===== src/hdl/register_memory_execute_unit_top_macros.svh =====
// Assertion macros shared by the execute unit modules
`ifndef REGISTER_MEMORY_EXECUTE_UNIT_TOP_MACROS_SVH
`define REGISTER_MEMORY_EXECUTE_UNIT_TOP_MACROS_SVH

// Implication that must hold at every clock edge outside reset
`define RMEU_ASSERT_IMP(label, clk, rst, ante, cons, msg) \
   label: assert property (@(posedge clk) disable iff (rst) (ante) |-> (cons)) \
      else $error(msg);

// Implication checked in the cycle after the antecedent
`define RMEU_ASSERT_NEXT(label, clk, rst, ante, cons, msg) \
   label: assert property (@(posedge clk) disable iff (rst) (ante) |=> (cons)) \
      else $error(msg);

`endif


===== src/hdl/rmeu_pkg.sv =====
package rmeu_pkg;

   localparam int MemWordsDefault = 512;
   localparam int NumRegsDefault  = 32;
   localparam int FlagReg         = 17;
   localparam int SpReg           = 8;
   localparam int SpReset         = 100;

   localparam logic [5:0] OP_ADD  = 6'd0;
   localparam logic [5:0] OP_SUB  = 6'd1;
   localparam logic [5:0] OP_MOV  = 6'd2;
   localparam logic [5:0] OP_AND  = 6'd3;
   localparam logic [5:0] OP_XOR  = 6'd4;
   localparam logic [5:0] OP_OR   = 6'd5;
   localparam logic [5:0] OP_CMP  = 6'd6;
   localparam logic [5:0] OP_XCHG = 6'd8;
   localparam logic [5:0] OP_PUSH = 6'd9;
   localparam logic [5:0] OP_POP  = 6'd10;
   localparam logic [5:0] OP_MULA = 6'd11;
   localparam logic [5:0] OP_MULB = 6'd12;
   localparam logic [5:0] OP_DIVA = 6'd13;
   localparam logic [5:0] OP_DIVB = 6'd14;
   localparam logic [5:0] OP_JMPA = 6'd15;
   localparam logic [5:0] OP_JE   = 6'd16;
   localparam logic [5:0] OP_JNE  = 6'd17;
   localparam logic [5:0] OP_JG   = 6'd18;
   localparam logic [5:0] OP_JGE  = 6'd19;
   localparam logic [5:0] OP_JL   = 6'd20;
   localparam logic [5:0] OP_JLE  = 6'd21;
   localparam logic [5:0] OP_JMPB = 6'd22;
   localparam logic [5:0] OP_HALT = 6'd63;

   localparam logic [1:0] ERR_NONE    = 2'd0;
   localparam logic [1:0] ERR_ILLEGAL = 2'd1;
   localparam logic [1:0] ERR_RANGE   = 2'd2;

   typedef enum logic [3:0] {
      CL_ALU, CL_XCHG, CL_PUSH, CL_POP, CL_MUL, CL_DIV, CL_JUMP, CL_HALT,
      CL_NOP, CL_ILLEGAL
   } op_class_type;

   // decoded item handed from the front to the back
   typedef struct packed {
      op_class_type cls;
      logic [5:0]   opcode;
      logic [10:0]  src_field;
      logic [4:0]   dst_reg;
      logic [12:0]  addr;
      logic         src_is_imm;
      logic         dst_is_mem;
   } dec_item_type;

   typedef enum logic [3:0] {
      ST_CLEAR, ST_IDLE, ST_RD1, ST_RD2, ST_EXEC, ST_MUL, ST_DIV, ST_WB, ST_WB2, ST_DONE
   } exec_state_type;

   // sign-magnitude word to signed value
   function automatic logic signed [32:0] val_of(input logic [31:0] w);
      logic signed [32:0] m;
      m = {2'b00, w[30:0]};
      return w[31] ? -m : m;
   endfunction

   // signed value to sign-magnitude word, magnitude kept at 31 bits
   function automatic logic [31:0] word_of(input logic signed [63:0] v);
      logic [63:0] m;
      m = v[63] ? (64'd0 - 64'(v)) : 64'(v);
      if (m[30:0] == 31'd0) return 32'd0;
      return {v[63], m[30:0]};
   endfunction

   function automatic logic [1:0] flag_of(input logic [31:0] w);
      if (w == 32'd0) return 2'd0;
      if (w == 32'd1) return 2'd1;
      if (w == 32'd2) return 2'd2;
      return 2'd3;
   endfunction

endpackage


===== src/hdl/rmeu_front.sv =====
module rmeu_front (
   input  logic                  clock,
   input  logic                  reset,
   input  logic                  start,
   output logic                  busy,
   input  logic [5:0]            req_opcode,
   input  logic [10:0]           req_src_field,
   input  logic [4:0]            req_dst_reg,
   input  logic [7:0]            req_mem_offset,
   input  logic                  req_src_is_imm,
   input  logic                  req_dst_is_mem,
   output logic                  q_valid,
   output rmeu_pkg::dec_item_type q_item,
   input  logic                  q_pop
);
   import rmeu_pkg::*;

   // two-entry queue between classification and execution
   dec_item_type slot_ff [2];
   dec_item_type dec_in;
   logic         rd_ptr_ff, wr_ptr_ff;
   logic [1:0]   count_ff;
   logic         push;
   op_class_type cls;

   // classify the opcode
   always_comb begin
      priority if (req_opcode <= OP_CMP) cls = CL_ALU;
      else if (req_opcode == OP_XCHG) cls = req_src_is_imm ? CL_NOP : CL_XCHG;
      else if (req_opcode == OP_PUSH) cls = CL_PUSH;
      else if (req_opcode == OP_POP) cls = CL_POP;
      else if (req_opcode == OP_MULA || req_opcode == OP_MULB)
         cls = req_dst_is_mem ? CL_NOP : CL_MUL;
      else if (req_opcode == OP_DIVA || req_opcode == OP_DIVB)
         cls = req_dst_is_mem ? CL_NOP : CL_DIV;
      else if (req_opcode >= OP_JMPA && req_opcode <= OP_JMPB) cls = CL_JUMP;
      else if (req_opcode == OP_HALT) cls = CL_HALT;
      else cls = CL_ILLEGAL;
      dec_in.cls        = cls;
      dec_in.opcode     = req_opcode;
      dec_in.src_field  = req_src_field;
      dec_in.dst_reg    = req_dst_reg;
      dec_in.addr       = 13'(req_dst_reg) + 13'(req_mem_offset);
      dec_in.src_is_imm = req_src_is_imm;
      dec_in.dst_is_mem = req_dst_is_mem;
   end

   assign busy    = (count_ff == 2'd2);
   assign push    = start && !busy;
   assign q_valid = (count_ff != 2'd0);
   assign q_item  = slot_ff[rd_ptr_ff];

   always_ff @(posedge clock) begin
      if (reset) begin
         rd_ptr_ff <= 1'b0;
         wr_ptr_ff <= 1'b0;
         count_ff  <= 2'd0;
      end else begin
         if (push) wr_ptr_ff <= ~wr_ptr_ff;
         if (q_pop) rd_ptr_ff <= ~rd_ptr_ff;
         count_ff <= count_ff + 2'(push) - 2'(q_pop);
      end
      if (push) slot_ff[wr_ptr_ff] <= dec_in;
   end

   `include "register_memory_execute_unit_top_macros.svh"
   `RMEU_ASSERT_IMP(a_no_pop_empty, clock, reset, q_pop, q_valid, "pop from empty queue")
   `RMEU_ASSERT_IMP(a_count_range, clock, reset, 1'b1, count_ff <= 2'd2, "queue count overflow")
   `RMEU_ASSERT_NEXT(a_push_fills, clock, reset, push && !q_pop, q_valid, "push lost")
endmodule


===== config.mk =====
export PLATFORM = sky130hd
export DESIGN_NAME = rmeu_front
export DESIGN_NICKNAME = d
export VERILOG_FILES = /design/src/hdl/rmeu_pkg.sv /design/src/hdl/rmeu_front.sv
export VERILOG_INCLUDE_DIRS = /design/src /design/src/hdl
export SDC_FILE = /design/constraint.sdc
export NUM_CORES = 1
export LEC_CHECK = 0
export BUFFER_PORTS_ARGS = -buffer_cell sky130_fd_sc_hd__buf_2
export CORE_MARGIN = 4
export CORE_UTILIZATION = 30
export DETAILED_ROUTE_END_ITERATION = 10
export PLACE_DENSITY = 0.49
export SYNTH_ARGS = -nofsm -noshare
export SYNTH_HDL_FRONTEND = slang
export SYNTH_SLANG_ARGS = --single-unit

===== constraint.sdc =====
create_clock -name clock -period 3.2 [get_ports clock]
set_input_delay 0.16 -clock clock [delete_from_list [all_inputs] [get_ports clock]]
set_output_delay 0.16 -clock clock [all_outputs]
set_load 0.005 [all_outputs]

==> run metrics, run 1 <==
Detailed Routing Iterations Pass 1=4; clock buffer count from CTS=9; max_slew headroom=0.348; fmax=487 MHz; clock buffer depth=2; grt total ovfl=0; WL/cell=15.5 um; startpoint types=flop; unrepaired setup endpoints after global routing=false; setup violators final=0; critical path, cell by cell=mux2_2, buf_2; FF-to-FF setup slack=1420 ps; first-pass GRT wire length=11.0 mm; Lkg Pwr=0.00160 uW; core area=11,000 um^2; half-perimeter wire length after placement=4.59 mm; Die H=115 um; CTS H-tree depth=3; Slowest cell on crit path=dfxtp_2; Residual DRC=0; worst hold start=req_src_field[9]; vias in the first global route=2,079; status=finished, final reports clean; Resized Gates After CTS=0; Seq cells post-synth=79; Post-synth EDFFs=74; fin crit period=2050 ps; Power Density=684 nW/um^2; total power=2910 uW; Hold EP=slot_ff[1][25]; Worst Clk Skew=6.22 ps; largest net degree at the start of global routing=38; max-slew violations=0; Reg-to-Reg End=slot_ff[0][16]; footprint of the multi-input gates=1030 um^2; Worst-Margin Slew=978 ps; Setup crit end kind=output pin; CTS tree=built; Worst VDD drop=0.000372 V; initial antenna violation count=1; Rows=38; via count=2,048; PortBufs=74; Vias/cell=4.59; nets=345; Ys Warns=0; I/O pin cnt=79; gr usage total=0.110; Starting Density=0.311; Worst Hold Class=primary input to flop; Synth cell types=42; Total Routed Length=6.91 mm; Setup TNS=0 ps; Critical Path RT=3040 ps; fraction of registers with async set or reset after synthesis=0; cells after synthesis=220; CP Class=flop to output pin; Fin. Hold Viols=0; worst skew pair latency=340 ps; post-synthesis cell area=3430 um^2; period utilisation layout=0.641; share of layout cells above drive strength 1=0.454; FF-to-FF path depth=4; CP max stage delay=950 ps; sequential share of the synthesized area=0.677; origin of the critical flop-to-flop path=count_ff[0]; GPL Wtd Cong=0.785; Die W=115 um; Iter 0 DRT Violations=50; syn avg cell area=15.6 um^2; max_cap viols=0; main flop type after synthesis=edfxtp_1; FILL cells=1,072; CP Buf/Inv Count=1; CP top delay family=flip-flops; synth-to-layout area growth=24.2%; Sink Count=79; CTS root buf=clkbuf_16; Routed Antenna Nets=0; clock-pin slew on the worst setup and hold paths=60 ps; hold path depth=1; die area=13,200 um^2; Critical Path AT=1890 ps; register area=2320 um^2; # diodes=0; CP Max Fanout=37
layer usage:
metal  share of wire  global-route usage  routed length [um]
met4           0.019              0.0563                 129
met1            0.45               0.139                3090
met5          0.0017                   0                  12
met2            0.47               0.170                3260
met3           0.060              0.0358                 411
how the worst max path moves through the flow:
stage           startpoint            end  cells after the start
5_1_grt               flop     q_item[38]                      2
3_3_place_gp   count_ff[0]  slot_ff[0][8]                      4
4_1_cts               flop     q_item[39]                      2
6_report              flop     q_item[35]                      2
3_5_place_dp   count_ff[0]  slot_ff[0][8]                      4
2_1_floorplan  count_ff[0]  slot_ff[0][0]                      3
flip-flops by register name, indices dropped and copies added (netlist names), named ones only:
register   cells
slot_ff       74
rd_ptr_ff      1
wr_ptr_ff      1
count_ff       2
report_power, final:
part           internal [uW]  total [uW]  leakage [uW]  switching (uW)
Combinational            239         504      0.000729             264
Sequential              1330        1390      0.000731            59.0
Clock                    605        1020      0.000143             413
Total                   2180        2910       0.00160             736
cell type report:
cell class	count	share of cell area
inverters	10	0.00881
well taps	140	0.0411
multi-input cells	124	0.242
clock buffers	9	0.0528
flip-flops and latches	79	0.545
clock inverters	7	0.0170
repair buffers	77	0.0928
layout by cell type, fill, tap and decap left out, types with 2 or more instances in the layout:
cell        n
inv_1       9
buf_2      74
buf_4       2
or2_2       2
o21ai_0     5
xor2_1      4
conb_1      4
a21oi_1     5
nand2b_1    2
edfxtp_1   74
nor3b_1     5
nor2_1     10
clkinv_4    2
nor2b_1     2
ha_1        7
xnor2_1     6
clkbuf_16   9
mux2_2     37
o211ai_1    4
dfxtp_1     4
nand2_1     8
synth_stat cells (4+ instances only):
library cell  count  area (um^2)
a21oi_1           5         25.0
buf_2             6         30.0
buf_4             4         30.0
dfxtp_1           5          100
edfxtp_1         74         2220
ha_1              7         87.6
inv_1             9         33.8
mux2_2           37          417
nand2_1           8         30.0
nor2_1           11         41.3
nor3b_1           5         37.5
o211ai_1          4         30.0
o21ai_0           5         25.0
xnor2_1           6         52.6
xor2_1            4         35.0
cell families (layout without fill, tap and decap cells):
logic type / Yosys count / after routing / synth area share
mux: 37 / 37 / 0.121
flops: 79 / 79 / 0.677
xor+xnor: 10 / 10 / 0.0255
other cells: 1 / 4 / 0.00109
buf+inv: 20 / 103 / 0.0284
compound gates: 27 / 27 / 0.0558
fa+ha+maj: 9 / 9 / 0.0346
simple gates: 37 / 37 / 0.0565
repair_timing:
action / CTS / global route
buffers inserted: 0 / 0
endpoints found under the setup margin: 0 / 0
hold buffers: 1 / 0
hold endpoints to repair: 2 / 0
through the flow:
step	cell area [um^2]	util	std cells	hold slack [ps]	setup slack [ps]
finish	4260	0.386	446	15.6	1150
global route	4260	0.386	446	1.66	1020
floorplan	3440	-	223	232	654
global placement	3950	0.358	429	349	1370
detailed placement	3950	0.358	429	352	1360
CTS	4260	0.386	446	1.21	1080
Power figures use the tool's default switching activity.
==> inputs of run 2 (changes only) <==
Clock period 3.2 ns to 2.08 ns, I/O delays scaled along.
==> run 2 against run 1 <==
Effect of this change:
- die area is the same
- power rose by 57%
- register-to-register slack got worse by 930 ps
- sequential share of layout area is 2.3 points lower
- core utilization increased by 1.7 points
- first-iteration DRC count is 10% higher
- via count grew 2.9%
- sequential cell count unchanged
- non-clock buffer count is 18 higher
- critical endpoint is now slot_ff[1][10]
- largest cell class unchanged
- highest routed layer is now met4
==> run metrics, run 2 (synthesis results as in run 1) <==
share of layout cells above drive strength 1=0.440; max FFs per register=74; Lkg Pwr=0.00169 uW; # diodes=0; clock buffer depth=2; Setup TNS=0 ps; most flop-heavy register=slot_ff; Sink Count=79; Worst Clk Skew=4.40 ps; CTS H-tree depth=3; CP max stage delay=520 ps; Worst VDD drop=0.000454 V; vias in the first global route=2,187; worst skew pair latency=320 ps; total power=4570 uW; PortBufs=74; Setup crit end kind=flop; GPL Wtd Cong=0.762; startpoint types=primary input; Critical Path AT=2080 ps; Vias/cell=4.55; commonest non-fill, non-tap cells in the layout=buf_2 (74), edfxtp_1 (74), mux2_2 (37), dlygate4sd3_1 (15), nor2_1 (10); Rows=38; grt total ovfl=0; CP top delay family=buffers and inverters; fmax=525 MHz; Slowest cell on crit path=dlygate4sd3_1; Total Routed Length=6.82 mm; CP Max Fanout=3; CP Buf/Inv Count=3; nets=363; Fin. Hold Viols=0; Routed Antenna Nets=0; CTS tree=built; Post-CTS Setup Bufs=0; max_cap viols=0; die area=13,200 um^2; via count=2,108; WL/cell=14.7 um; fin crit period=1910 ps; Iter 0 DRT Violations=55; setup violators final=0; initial antenna violation count=0; FF-to-FF setup slack=490 ps; clock-pin slew on the worst setup and hold paths=60 ps; gr usage total=0.107; Die H=115 um; CTS root buf=clkbuf_16; CP Class=primary input to flop; clock buffer count from CTS=9; Starting Density=0.311; max-slew violations=0; Detailed Routing Iterations Pass 1=4; core area=11,000 um^2; half-perimeter wire length after placement=4.71 mm; status=finished, final reports clean; largest net degree at the start of global routing=21; critical path, cell by cell=dlygate4sd3_1, buf_2, ha_1, inv_1, fa_1, nor2b_1, o21ai_1, a21boi_1, o2111a_1; Largest regs=slot_ff: 74 flops, count_ff: 2 flops; Hold WS=9.80 ps; Die W=115 um; period utilisation layout=0.916; Power Density=1030 nW/um^2; Critical Path RT=2260 ps; I/O pin cnt=79; synth-to-layout area growth=29.6%; unrepaired setup endpoints after global routing=false; Residual DRC=0; final core area utilization=0.403; Worst Hold Class=primary input to flop; first-pass GRT wire length=10.9 mm
[run 2: per-layer routing]
metal / global-route usage / part of all wire / vias to the layer above
li1: - / - / 1021
met3: 0.0289 / 0.042 / 6
met1: 0.134 / 0.44 / 1034
met4: 0.0329 / 0.011 / 0
met5: 0 / 0 / -
met2: 0.180 / 0.50 / 47
[run 2: where the power goes]
part	switching (uW)	internal, uW
clock network	580	1050
logic	442	397
registers	59.7	2050
[run 2: path summary, 6_finish.rpt]
check                               startpoint             end  depth (start not counted)
worst min-delay path                     reset     count_ff[1]                          2
worst min register to register       rd_ptr_ff       rd_ptr_ff                          2
worst max-delay path            req_dst_reg[0]  slot_ff[1][10]                          9
worst max register to register     count_ff[0]     count_ff[1]                          8
[run 2: what timing repair did]
| item | 4_1_cts | 5_1_grt |
|---|---|---|
| hold buffers | 15 | 0 |
| resized for setup | 0 | 2 |
| setup endpoints to repair | 0 | 4 |
| hold endpoints to repair | 30 | 0 |
[run 2: cell type report]
type	count	area, um^2
Fill cell	1067	6580
Sequential cell	79	2320
Multi-Input combinational cell	124	1030
Timing Repair Buffer	95	566
Clock buffer	10	229
Tap cell	140	175
Clock inverter	5	83.8
Inverter	10	37.5
[run 2: per-stage QoR]
stage               std cells  worst slack [ps]  cell area, um^2
finish                    463               174             4450
floorplan                 223               144             3450
CTS                       463              79.5             4450
global placement          433               318             3980
detailed placement        433               284             3980
global route              463              7.01             4450
